==> src/rtl/core/bqfr_pkg.sv <==
// ----------------------------------------------------------------------------
// bqfr_pkg: shared types and constants for the biquad and frame rotation
// Register map, register reset values, fixed field widths and saturation.
// ----------------------------------------------------------------------------
`default_nettype none

package bqfr_pkg;

  localparam int COEFF_W   = 16;
  localparam int OUT_W     = 24;
  localparam int OUT_FRAC  = 20;
  localparam int NUM_REGS  = 8;
  localparam int CFG_IDX_W = 3;

  // Register indexes; the datapath sequencer walks the same codes.
  typedef enum logic [CFG_IDX_W-1:0] {
    REG_COEFF_A = 3'd0,
    REG_COEFF_B = 3'd1,
    REG_COEFF_C = 3'd2,
    REG_COEFF_D = 3'd3,
    REG_COEFF_E = 3'd4,
    REG_ROT_X   = 3'd5,
    REG_ROT_Y   = 3'd6,
    REG_ROT_Z   = 3'd7
  } reg_idx_t;

  typedef logic [NUM_REGS-1:0][COEFF_W-1:0] coeff_bank_t;

  // Index 7 first.
  localparam coeff_bank_t CFG_RESET = {
    16'(0),       // rot_to_body_z
    16'(-8192),   // rot_to_body_y
    16'(14189),   // rot_to_body_x
    16'(7424),    // coeff_e
    16'(-20287),  // coeff_d
    16'(1530),    // coeff_c
    16'(1996),    // coeff_b
    16'(0)        // coeff_a
  };

  localparam logic signed [63:0] OUT_MAX = 64'sd8388607;
  localparam logic signed [63:0] OUT_MIN = -64'sd8388608;

  function automatic logic signed [OUT_W-1:0] sat24(input logic signed [63:0] v);
    logic signed [OUT_W-1:0] r;
    if (v > OUT_MAX) begin
      r = OUT_W'(OUT_MAX);
    end else if (v < OUT_MIN) begin
      r = OUT_W'(OUT_MIN);
    end else begin
      r = OUT_W'(v);
    end
    return r;
  endfunction

endpackage

`default_nettype wire

==> src/rtl/core/bqfr_if.sv <==
// ----------------------------------------------------------------------------
// bqfr_if: valid/ready channels for samples and results
// One interface per channel, each with a source and a sink modport.
// ----------------------------------------------------------------------------
`default_nettype none

interface bqfr_sample_if #(
  parameter int SAMPLE_WIDTH = 16
);
  logic                           valid;
  logic                           ready;
  logic signed [SAMPLE_WIDTH-1:0] sample;

  modport source (output valid, output sample, input ready);
  modport sink   (input valid, input sample, output ready);
endinterface

interface bqfr_result_if;
  import bqfr_pkg::*;
  logic                    valid;
  logic                    ready;
  logic signed [OUT_W-1:0] filtered;
  logic signed [OUT_W-1:0] body_x;
  logic signed [OUT_W-1:0] body_y;
  logic signed [OUT_W-1:0] body_z;

  modport source (output valid, output filtered, output body_x, output body_y,
                  output body_z, input ready);
  modport sink   (input valid, input filtered, input body_x, input body_y,
                  input body_z, output ready);
endinterface

`default_nettype wire

==> src/rtl/core/bqfr_front.sv <==
// ----------------------------------------------------------------------------
// bqfr_front: sample intake
// Takes sample transactions into a two-entry queue that the back end drains.
// ----------------------------------------------------------------------------
`default_nettype none

module bqfr_front #(
  parameter int SAMPLE_WIDTH = 16
) (
  input  wire logic                           clk,
  input  wire logic                           rst,
  bqfr_sample_if.sink                         samples,
  output logic                                head_valid,
  output logic signed [SAMPLE_WIDTH-1:0]      head_sample,
  input  wire logic                           pop
);
  import bqfr_pkg::*;

  logic signed [SAMPLE_WIDTH-1:0] entries [2];
  logic       rd_ptr;
  logic       wr_ptr;
  logic [1:0] count;
  logic       push;
  logic       take;

  assign samples.ready = (count != 2'd2);
  assign push          = samples.valid && samples.ready;
  assign head_valid    = (count != 2'd0);
  assign take          = pop && head_valid;
  assign head_sample   = entries[rd_ptr];

  always_ff @(posedge clk) begin
    if (push) begin
      entries[wr_ptr] <= samples.sample;
    end
    if (rst) begin
      rd_ptr <= 1'b0;
      wr_ptr <= 1'b0;
      count  <= 2'd0;
    end else begin
      if (push) begin
        wr_ptr <= ~wr_ptr;
      end
      if (take) begin
        rd_ptr <= ~rd_ptr;
      end
      count <= count + 2'(push) - 2'(take);
    end
  end

endmodule

`default_nettype wire

==> src/rtl/core/bqfr_back.sv <==
// ----------------------------------------------------------------------------
// bqfr_back: filter and rotation datapath
// One shared multiplier sequenced over five filter taps and three cosines.
// ----------------------------------------------------------------------------
`default_nettype none

module bqfr_back #(
  parameter int SAMPLE_WIDTH    = 16,
  parameter int COEFF_FRAC_BITS = 14
) (
  input  wire logic                           clk,
  input  wire logic                           rst,
  input  wire logic                           head_valid,
  input  wire logic signed [SAMPLE_WIDTH-1:0] head_sample,
  output logic                                pop,
  input  wire bqfr_pkg::coeff_bank_t          coeffs,
  bqfr_result_if.source                       results
);
  import bqfr_pkg::*;

  localparam int SAMPLE_FRAC = SAMPLE_WIDTH - 1;
  localparam int ALIGN_FRAC  = (SAMPLE_FRAC > OUT_FRAC) ? SAMPLE_FRAC : OUT_FRAC;
  localparam int U_SHIFT     = ALIGN_FRAC - SAMPLE_FRAC;
  localparam int Y_SHIFT     = ALIGN_FRAC - OUT_FRAC;
  localparam int SUM_DROP    = ALIGN_FRAC + COEFF_FRAC_BITS - OUT_FRAC;
  localparam int MUL_W       = (SAMPLE_WIDTH > OUT_W) ? SAMPLE_WIDTH : OUT_W;
  localparam int PROD_W      = COEFF_W + MUL_W;
  localparam int ACC_W       = ALIGN_FRAC + 23;

  localparam logic signed [ACC_W:0]  HALF_F = (ACC_W+1)'(1) <<< (SUM_DROP - 1);
  localparam logic signed [PROD_W:0] HALF_R = (PROD_W+1)'(1) <<< (COEFF_FRAC_BITS - 1);

  typedef enum logic [2:0] {
    S_IDLE, S_FILT, S_FWAIT, S_ROUND, S_ROT, S_RWAIT, S_OUT
  } state_t;

  state_t   state;
  reg_idx_t step;
  reg_idx_t pstep;
  logic     pv;

  logic signed [SAMPLE_WIDTH-1:0] u0, u1, u2;
  logic signed [OUT_W-1:0]        y1, y2, y_cur;
  logic signed [OUT_W-1:0]        body_x, body_y, body_z;
  logic signed [OUT_W-1:0]        out_x, out_y, out_z;
  logic signed [ACC_W-1:0]        acc;
  logic signed [PROD_W-1:0]       prod;

  logic signed [COEFF_W-1:0]      mul_a;
  logic signed [MUL_W-1:0]        mul_b;
  logic signed [ACC_W-1:0]        prod_ext;
  logic signed [ACC_W:0]          round_f;
  logic signed [ACC_W-SUM_DROP:0] y_q;
  logic signed [PROD_W:0]         round_r;
  logic signed [PROD_W-COEFF_FRAC_BITS:0] r_q;
  logic signed [OUT_W-1:0]        y_sat;
  logic signed [OUT_W-1:0]        r_sat;
  logic                           load_out;

  assign pop   = (state == S_IDLE) && head_valid;
  assign mul_a = signed'(coeffs[step]);

  // output register is free, or is being emptied this cycle
  assign load_out = (state == S_OUT) && (!results.valid || results.ready);

  always_comb begin
    case (step)
      REG_COEFF_A: mul_b = MUL_W'(u0);
      REG_COEFF_B: mul_b = MUL_W'(u1);
      REG_COEFF_C: mul_b = MUL_W'(u2);
      REG_COEFF_D: mul_b = MUL_W'(y1);
      REG_COEFF_E: mul_b = MUL_W'(y2);
      default:     mul_b = MUL_W'(y_cur);
    endcase
  end

  assign prod_ext = ACC_W'(prod);
  assign round_f  = (ACC_W+1)'(acc) + HALF_F;
  assign y_q      = (ACC_W-SUM_DROP+1)'(round_f >>> SUM_DROP);
  assign y_sat    = sat24(64'(y_q));
  assign round_r  = (PROD_W+1)'(prod) + HALF_R;
  assign r_q      = (PROD_W-COEFF_FRAC_BITS+1)'(round_r >>> COEFF_FRAC_BITS);
  assign r_sat    = sat24(64'(r_q));

  assign results.body_x = out_x;
  assign results.body_y = out_y;
  assign results.body_z = out_z;

  always_ff @(posedge clk) begin
    if (rst) begin
      state           <= S_IDLE;
      step            <= REG_COEFF_A;
      pstep           <= REG_COEFF_A;
      pv              <= 1'b0;
      u1              <= '0;
      u2              <= '0;
      y1              <= '0;
      y2              <= '0;
      results.valid   <= 1'b0;
    end else begin
      pv <= (state == S_FILT) || (state == S_ROT);

      // product from the previous cycle lands here
      if (pv) begin
        case (pstep)
          REG_COEFF_A, REG_COEFF_B, REG_COEFF_C: acc <= acc + (prod_ext <<< U_SHIFT);
          REG_COEFF_D, REG_COEFF_E:              acc <= acc - (prod_ext <<< Y_SHIFT);
          REG_ROT_X:                             body_x <= r_sat;
          REG_ROT_Y:                             body_y <= r_sat;
          default:                               body_z <= r_sat;
        endcase
      end

      if (load_out) begin
        results.valid <= 1'b1;
      end else if (results.ready) begin
        results.valid <= 1'b0;
      end

      case (state)
        S_IDLE: begin
          if (head_valid) begin
            u0    <= head_sample;
            acc   <= '0;
            step  <= REG_COEFF_A;
            state <= S_FILT;
          end
        end
        S_FILT, S_ROT: begin
          prod  <= mul_a * mul_b;
          pstep <= step;
          step  <= reg_idx_t'(step + 3'd1);
          if (step == REG_COEFF_E) begin
            state <= S_FWAIT;
          end else if (step == REG_ROT_Z) begin
            state <= S_RWAIT;
          end
        end
        S_FWAIT: begin
          state <= S_ROUND;
        end
        S_ROUND: begin
          y_cur <= y_sat;
          y1    <= y_sat;
          y2    <= y1;
          u1    <= u0;
          u2    <= u1;
          state <= S_ROT;
        end
        S_RWAIT: begin
          state <= S_OUT;
        end
        S_OUT: begin
          // body components are staged so a stalled result keeps its fields
          if (load_out) begin
            results.filtered <= y_cur;
            out_x            <= body_x;
            out_y            <= body_y;
            out_z            <= body_z;
            state            <= S_IDLE;
          end
        end
        default: state <= S_IDLE;
      endcase
    end
  end

endmodule

`default_nettype wire

==> src/rtl/core/biquad_filter_frame_rotate.sv <==
// ----------------------------------------------------------------------------
// biquad_filter_frame_rotate: second-order IIR filter with body-frame rotation
// Each Q1.15 sample transaction is filtered in direct form I with Q2.14
// coefficients (y = a*u0 + b*u1 + c*u2 - d*y1 - e*y2), rounded half up to
// Q4.20 and saturated to 24 bits; the result is then scaled by the three
// navigation-x direction cosines and each body component is rounded and
// saturated the same way. One result transaction follows every sample.
// The shared 16-bit by max(SAMPLE_WIDTH,24)-bit multiplier performs the
// five filter and three rotation products in turn, around the queue pop,
// accumulate drains, rounding and output load; a sample is not started
// until the previous result is loaded for output. Samples are buffered in
// a two-entry queue, so until it fills intake goes on while the datapath
// works or a finished result waits in the output register. The user must
// write coefficients through cfg_we/cfg_index/cfg_data only while the
// block is idle, unenforced by the block; rst resets histories and registers.
// ----------------------------------------------------------------------------
`default_nettype none

module biquad_filter_frame_rotate #(
  parameter int SAMPLE_WIDTH    = 16,
  parameter int COEFF_FRAC_BITS = 14
) (
  input  wire logic                                  clk,
  input  wire logic                                  rst,
  bqfr_sample_if.sink                                samples,
  bqfr_result_if.source                              results,
  input  wire logic                                  cfg_we,
  input  wire logic [bqfr_pkg::CFG_IDX_W-1:0]        cfg_index,
  input  wire logic [bqfr_pkg::COEFF_W-1:0]          cfg_data
);
  import bqfr_pkg::*;

  coeff_bank_t                    coeffs;
  logic                           head_valid;
  logic signed [SAMPLE_WIDTH-1:0] head_sample;
  logic                           pop;

  // Register bank; all eight indexes are live, so every write lands.
  always_ff @(posedge clk) begin
    if (rst) begin
      coeffs <= CFG_RESET;
    end else if (cfg_we) begin
      coeffs[cfg_index] <= cfg_data;
    end
  end

  // Front: sample intake queue.
  bqfr_front #(
    .SAMPLE_WIDTH (SAMPLE_WIDTH)
  ) u_front (
    .clk         (clk),
    .rst         (rst),
    .samples     (samples),
    .head_valid  (head_valid),
    .head_sample (head_sample),
    .pop         (pop)
  );

  // Back: filter, history update, rotation and output register.
  bqfr_back #(
    .SAMPLE_WIDTH    (SAMPLE_WIDTH),
    .COEFF_FRAC_BITS (COEFF_FRAC_BITS)
  ) u_back (
    .clk         (clk),
    .rst         (rst),
    .head_valid  (head_valid),
    .head_sample (head_sample),
    .pop         (pop),
    .coeffs      (coeffs),
    .results     (results)
  );

endmodule

`default_nettype wire

==> src/flat_wrapper.sv <==
// flat-port wrapper written by rule: the top's interface ports become plain ports
module biquad_filter_frame_rotate_flat import bqfr_pkg::*;
#(
  parameter int SAMPLE_WIDTH    = 16,
  parameter int COEFF_FRAC_BITS = 14
)
  (clk, rst, cfg_we, cfg_index, cfg_data, samples_valid, samples_sample, samples_ready, results_valid, results_filtered, results_body_x, results_body_y, results_body_z, results_ready);
  bqfr_sample_if #(.SAMPLE_WIDTH(SAMPLE_WIDTH)) samples_i ();
  bqfr_result_if results_i ();
  input  wire logic clk;
  input  wire logic rst;
  input  wire logic cfg_we;
  input  wire logic [bqfr_pkg::CFG_IDX_W-1:0] cfg_index;
  input  wire logic [bqfr_pkg::COEFF_W-1:0] cfg_data;
  input wire logic [$bits(samples_i.valid)-1:0] samples_valid;
  input wire logic [$bits(samples_i.sample)-1:0] samples_sample;
  output wire logic [$bits(samples_i.ready)-1:0] samples_ready;
  output wire logic [$bits(results_i.valid)-1:0] results_valid;
  output wire logic [$bits(results_i.filtered)-1:0] results_filtered;
  output wire logic [$bits(results_i.body_x)-1:0] results_body_x;
  output wire logic [$bits(results_i.body_y)-1:0] results_body_y;
  output wire logic [$bits(results_i.body_z)-1:0] results_body_z;
  input wire logic [$bits(results_i.ready)-1:0] results_ready;
  assign samples_i.valid = samples_valid;
  assign samples_i.sample = samples_sample;
  assign samples_ready = samples_i.ready;
  assign results_valid = results_i.valid;
  assign results_filtered = results_i.filtered;
  assign results_body_x = results_i.body_x;
  assign results_body_y = results_i.body_y;
  assign results_body_z = results_i.body_z;
  assign results_i.ready = results_ready;
  biquad_filter_frame_rotate #(.SAMPLE_WIDTH(SAMPLE_WIDTH), .COEFF_FRAC_BITS(COEFF_FRAC_BITS)) u_core (.clk(clk), .rst(rst), .samples(samples_i), .results(results_i), .cfg_we(cfg_we), .cfg_index(cfg_index), .cfg_data(cfg_data));
endmodule
==> config.mk <==
export PLATFORM = sky130hd
export DESIGN_NAME = biquad_filter_frame_rotate_flat
export DESIGN_NICKNAME = d
export VERILOG_FILES = /design/src/rtl/core/bqfr_pkg.sv /design/src/rtl/core/bqfr_if.sv /design/src/rtl/core/bqfr_front.sv /design/src/rtl/core/bqfr_back.sv /design/src/rtl/core/biquad_filter_frame_rotate.sv /design/src/flat_wrapper.sv
export SDC_FILE = /design/constraint.sdc
export NUM_CORES = 2
export LEC_CHECK = 0
export BUFFER_PORTS_ARGS = -buffer_cell sky130_fd_sc_hd__buf_2
export CORE_MARGIN = 2
export CORE_UTILIZATION = 40
export CTS_BUF_LIST = sky130_fd_sc_hd__clkbuf_4 sky130_fd_sc_hd__clkbuf_8 sky130_fd_sc_hd__clkbuf_16
export DETAILED_ROUTE_END_ITERATION = 12
export GPL_TIMING_DRIVEN = 0
export PLACE_DENSITY_LB_ADDON = 0.08
export SYNTH_ARGS = -nofsm -noshare
export SYNTH_HDL_FRONTEND = slang
export SYNTH_SLANG_ARGS = --single-unit
==> constraint.sdc <==
create_clock -name clk -period 12.5 [get_ports clk]
set_input_delay 0 -clock clk [delete_from_list [all_inputs] [get_ports clk]]
set_output_delay 0 -clock clk [all_outputs]
set_load 0.1 [all_outputs]
**Yosys cells after proc, flatten, opt, wreduce, memory -nomap -nowiden**

Memory sizes are Yosys's and may differ from the RTL's. A register that Yosys moved wholly into a read port is not among the register bits.
Index checks and enable logic that the tools add are counted.

- Flip-flop bits (word level): 498
- Memory bits (writable): 32
- Input port bits: 40
- Logic and storage cells: 123
- Memories kept: 1

Memories:

| name | words | width | rd ports | clocked after Yosys merged registers in | wr ports | line | text |
|---|---|---|---|---|---|---|---|
| u_core.u_front.entries | 2 | 16 | 1 | 1 | 1 | bqfr_front.sv:19 | `logic signed [SAMPLE_WIDTH-1:0] entries [2];` |

- $add $sub $neg: 7
- Multiply operators: 1
- $lt $le $gt $ge: 7
- Equality and inequality tests: 21
- Multiplexer cells: 25
- Bitwise gates (word level): 4
- Reduce and logical (&&, ||, !) cells: 27

Operator list:

| cell | count |
|---|---|
| 43-bit 2-to-1 mux | 3 |
| 128-bit bitwise mux | 1 |
| 24-bit one-hot mux with 5 select lines | 1 |
| 24-bit 2-to-1 mux | 4 |
| 43-bit one-hot mux with 2 select lines | 1 |
| 16-bit binary-select mux with 3-bit select | 1 |
| 16-bit demux with 3-bit select | 1 |
| 43-bit by 15-bit adder with 44-bit output, second input constant | 1 |
| 43-bit adder | 1 |
| 43-bit by 40-bit subtractor with 43-bit output | 1 |
| 40-bit by 15-bit adder with 41-bit output, second input constant | 1 |
| 16-bit by 24-bit multiplier with 40-bit output | 1 |
| 16-bit 2-to-1 mux | 2 |
| 30-bit by 24-bit greater-than comparator with 1-bit output, second input constant | 1 |
| 30-bit by 24-bit less-than comparator with 1-bit output, second input constant | 1 |
| 27-bit by 24-bit greater-than comparator with 1-bit output, second input constant | 1 |
| 27-bit by 24-bit less-than comparator with 1-bit output, second input constant | 1 |
| 3-bit == test, second input constant | 8 |
| 3-bit by 2-bit == test with 1-bit output, second input constant | 6 |
| 3-bit one-hot mux with 6 select lines | 1 |
| 3-bit AND reduction | 6 |
| 3-bit 2-to-1 mux | 5 |
| 3-bit by 1-bit == test with 1-bit output, second input constant | 3 |
| 3-bit logical NOT | 3 |
| other kinds (18) | 37 |

**Logic depth before layout (Yosys ltp)**

- Word-level depth: 6
- Depth in mapped cells: 35

**Cells and area by module**

Synthesis repeated with hierarchy kept, for this count alone.

- Cells, all modules: 3,975
- Area total of the unflattened synthesis: 40,233.6 um^2

By module, submodules not included:

| module | times used | cells each | area an instance (um^2) |
|---|---|---|---|
| bqfr_back | 1 | 3,432 | 33,777.4 |
| biquad_filter_frame_rotate | 1 | 464 | 5,042.3 |
| bqfr_front | 1 | 79 | 1,413.9 |

**Worst setup path after synthesis**

Ideal clock, no wire load.

- Kind: register to register
- From: register u_core.u_back.results.valid
- To: register u_core.u_back.out_x[0], in the netlist u_core.u_back.results.body_x[0], enable pin
- Library setup time: 0.786 ns
- Data arrival time: 9.993 ns
- Required time: 11.714 ns
- Setup slack: 1.721 ns
- Cell stages (with the launch flop): 3
- Buffers on the path: 0
- Period minus slack after synthesis: 10.779 ns
- Path through: dfxtp_1 nor2b_1 nor4_1

- Cells in the longest elaborated chain, start to end: 4

RTL lines:

| what | line | text |
|---|---|---|
| from (decl) | bqfr_if.sv:27 | `modport source (output valid, output filtered, output body_x, output body_y,` |
| from (signal assigned) | bqfr_back.sv:99 | `results.valid <= 1'b0;` |
| from (signal assigned) | bqfr_back.sv:115 | `results.valid <= 1'b1;` |
| from (signal assigned) | bqfr_back.sv:117 | `results.valid <= 1'b0;` |
| 1-bit logical NOT | bqfr_back.sv:64 | `assign load_out = (state == S_OUT) && (!results.valid \|\| results.ready);` |
| 1-bit logical OR | bqfr_back.sv:64 |  |
| 1-bit logical AND | bqfr_back.sv:64 |  |
| 3-bit AND reduction (no line) | -- |  |
| to (signal assigned) | bqfr_back.sv:157 | `out_x <= body_x;` |
| to (decl) | bqfr_back.sv:45 | `logic signed [OUT_W-1:0] out_x, out_y, out_z;` |

Every way passes these cells.
A chain may end at the register's enable or synchronous reset.

**Worst setup path in the final report**

- From: register u_core.u_back.step[1]
- To: register u_core.u_back.prod[39], data pin

- Cells in the longest elaborated chain, start to end: 3
- Elaborated cells on any way between the ends: 9
- Those cells by class: 1 x mul; 4 x eq/ne; 3 x mux; 1 x reduce/logical

RTL lines:

| what | line | text |
|---|---|---|
| from (decl) | bqfr_back.sv:38 | `reg_idx_t step;` |
| from (signal assigned) | bqfr_back.sv:132 | `step <= reg_idx_t'(step + 3'd1);` |
| 3-bit == test, or another cell as far along | bqfr_back.sv:67 | `case (step)` |
| 24-bit one-hot mux with 5 select lines or 16-bit 2-to-1 mux (tied branches) | bqfr_back.sv:67, bqfr_back.sv:61 |  |
| 16-bit by 24-bit multiplier with 40-bit output * | bqfr_back.sv:130 | `prod <= mul_a * mul_b;` |
| to (signal assigned) | bqfr_back.sv:130 |  |
| to (decl) | bqfr_back.sv:47 | `logic signed [PROD_W-1:0] prod;` |

Mark *: on every way between the ends. The rest lies on a longest branch, timed or not. The select of a mux whose other input is x is not followed.

==> out/results.txt <==
Core ar.: 98700 um^2
Critical Path Fanout Max: 10
Num CTS Buffers: 66
CP endpoint kind: register
layout cells sized above 1: 0.0864
IO Pins: 138
post-CTS setup buffer count: 0
RSZ-0062 raised after global routing: no
endpoints failing setup: 0
met2 usage: 0.427
Crit Path Category: reg -> reg
total vias in the final route: 30900
total die area: 103000 um^2
Worst slew margin: 0.117
total global-route track usage: 0.249
Synth Flop Type: edfxtp_1
first-pass GRT wire length: 193000 um
Via-to-Cell Ratio: 5.35
post-route DRC violation count: 0
Clk pin slew, worst setup/hold paths: 0.06 ns
placed insts: 5621
minimum clock period: 11.83 ns
vias in the first global route: 30800
post-DR wirelength/cell: 22.0 um
final slew viol count: 0
Worst Skew: 0.0207 ns
Final GP Congestion: 0.938
crit path DAT: 12.18 ns
Hold Crit Class: in -> reg
Yosys cell types: 88
Max clock buf depth: 3
antenna violations before repair: 2
slew of the pin with the lowest slew margin: 1.29 ns
nets@finish: 5046
slowest CP cell: mux2i_1
most used cell, CP: fa_1
synthesized area per cell: 9.54 um^2
CTS tree: built
mapped cell area: 40000 um^2
die height: 320 um
clock insertion delay at the later pin of the skew report: 0.64 ns
crit-path max cell delay: 1.07 ns
post-DP HPWL: 101000 um
Root Driver: clkbuf_16
fin crit share: 0.947
diodes inserted: 0
register area share after synthesis: 0.354
CP Launch Type: register
Final ANT Viol Nets: 0
Die Span X: 320 um
row count: 115
Async SR Flop Fraction: 0
Worst EP required: 12.85 ns
overall routed net length: 127000 um
fmax: 84.5 MHz
status: complete, no violations
H-Tree Depth: 3
Yosys reg bits: 546
setup_tns: 0 ns
TritonRoute pass-1 iters: 6
fin cells: 5778
Max Cap Viol: 0
met1 GRT Util: 0.330
Syn Nets: 4796
GRT overflow: 0
Fillers: 9668
largest net degree at the start of global routing: 45
port bufs: 119
area added between synthesis and finish: 12.7%
Gate Count Post-Synth: 4193
DR iter-0 viols: 2205
met3 GRT Util: 0.0282
clock sink count: 546
Post-synth EDFFs: 323
busiest grt layer: met2
Syn. warnings: 0
starting density of the core: 0.405
final hold viol count: 0
[cells in the final DEF, fill, tap and decap left out, types with 11 or more instances in the layout]
cell	count
a211oi_1	18
a21o_1	57
a21oi_1	298
a221o_1	11
a221oi_1	26
a222oi_1	16
a22oi_1	18
and2_1	19
and3_1	36
buf_2	128
buf_4	15
clkbuf_1	157
clkbuf_16	68
clkbuf_2	17
clkbuf_4	11
dfxtp_1	223
dlygate4sd3_1	41
edfxtp_1	323
fa_1	376
ha_1	187
inv_1	518
mux2_2	39
mux2i_1	32
mux4_2	32
nand2_1	703
nand2b_1	35
nand3_1	87
nand4_1	17
nor2_1	341
nor2b_1	31
nor3_1	65
o21a_1	16
o21ai_0	156
o21ai_1	14
o21bai_1	20
xnor2_1	100
xor2_1	49
[synth_stat cells (35+ instances only)]
master / n / area [um^2]
ha_1: 187 / 2340
inv_1: 518 / 1940
nor2_1: 345 / 1290
xnor2_1: 100 / 876
o21ai_0: 156 / 781
nand2_1: 703 / 2640
dfxtp_1: 223 / 4460
xor2_1: 49 / 429
clkbuf_1: 158 / 593
edfxtp_1: 323 / 9700
nor3_1: 66 / 330
a21oi_1: 298 / 1490
and3_1: 37 / 231
nand3_1: 87 / 435
mux2_2: 39 / 439
a21o_1: 57 / 428
fa_1: 376 / 7530
nand2b_1: 35 / 219
[metal layers]
| metal | part of all wire | up-vias |
|---|---|---|
| met5 | 0 | - |
| li1 | - | 14500 |
| met1 | 0.44 | 15400 |
| met3 | 0.048 | 183 |
| met4 | 0.030 | 0 |
| met2 | 0.49 | 865 |
[worst paths after layout]
| path | from | to | slack [ns] | cells past startpoint |
|---|---|---|---|---|
| hold reg to reg | u_core.u_back.body_y[4]$_DFFE_PP_ | u_core.u_back.results.body_y[4]$_DFFE_PP_ | 0.42 | 0 |
| setup / recovery | u_core.u_back.step[1]$_SDFFE_PP0P_ | u_core.u_back.prod[39]$_DFFE_PP_ | 0.67 | 32 |
| hold / removal | cfg_index[2] | u_core.coeffs[96]$_SDFFE_PP0P_ | 0.07 | 5 |
| setup reg to reg | u_core.u_back.step[1]$_SDFFE_PP0P_ | u_core.u_back.prod[39]$_DFFE_PP_ | 0.67 | 32 |
[metrics by stage]
stage	utilization	hold slack (ns)	area (um^2)	setup slack, ns
floorplan	-	0.0989	40000	1.72
finish	0.457	0.0687	45100	0.668
global placement	0.428	0.188	42200	-4.19
global route	0.457	0.0889	45100	0.141
CTS	0.457	0.00933	45100	0.763
detailed placement	0.430	0.191	42500	0.777
[cell type report]
class,count,area [um^2],area share
Multi-Input combinational cell,2935,23200,0.513
Sequential cell,546,14200,0.314
Inverter,520,1950,0.0433
Clock buffer,87,1900,0.0421
Tap cell,1287,1610,0.0357
Timing Repair Buffer,182,1230,0.0274
Buffer,192,767,0.0170
Clock inverter,29,317,0.00702
[worst max-delay path, delay by kind of cell (launching register included)]
| kind | cells | cell delay (ns) |
|---|---|---|
| adder cells (fa/ha/maj) | 8 | 3.79 |
| buffers and inverters | 9 | 2.98 |
| AO/OA/AOI/OAI | 7 | 1.84 |
| AND/OR/NAND/NOR | 6 | 1.35 |
| multiplexers | 1 | 1.07 |
| flip-flops | 1 | 0.36 |
| XOR/XNOR | 1 | 0.13 |
[timing repair]
item,in CTS,in global routing
endpoints found under the setup margin,0,0
hold buffers,41,0
gates resized for setup,0,0
hold endpoints to repair,180,0
[kinds of logic (layout without fill, tap and decap cells)]
| logic type | after synthesis | count (layout) | share of synthesized area |
|---|---|---|---|
| AND/OR/NAND/NOR | 1380 | 1380 | 0.147 |
| multiplexers | 103 | 103 | 0.0370 |
| buffers and inverters | 712 | 1010 | 0.0679 |
| flip-flops | 546 | 546 | 0.354 |
| adder cells (fa/ha/maj) | 564 | 564 | 0.247 |
| XOR/XNOR | 149 | 149 | 0.0326 |
| AO/OA/AOI/OAI | 739 | 739 | 0.114 |
[flip-flops by register name, summed over array words and instances (netlist names), 16 cells and up]
name,count
u_core.u_back.body_x,24
u_core.u_back.prod,40
u_core.u_back.y2,24
u_core.u_back.results.filtered,24
u_core.u_back.u2,16
u_core.u_back.acc,43
u_core.u_back.results.body_y,24
u_core.u_back.results.body_x,24
u_core.u_back.u1,16
u_core.u_back.body_y,24
u_core.u_back.u0,16
u_core.u_back.y_cur,24
u_core.u_back.y1,24
u_core.u_back.body_z,24
u_core.coeffs,128
u_core.u_front.entries,32
u_core.u_back.results.body_z,24
Power is left out: the tool's default activity adds up to more than one toggle a clock period on the data nets, which glitch-free logic cannot reach.
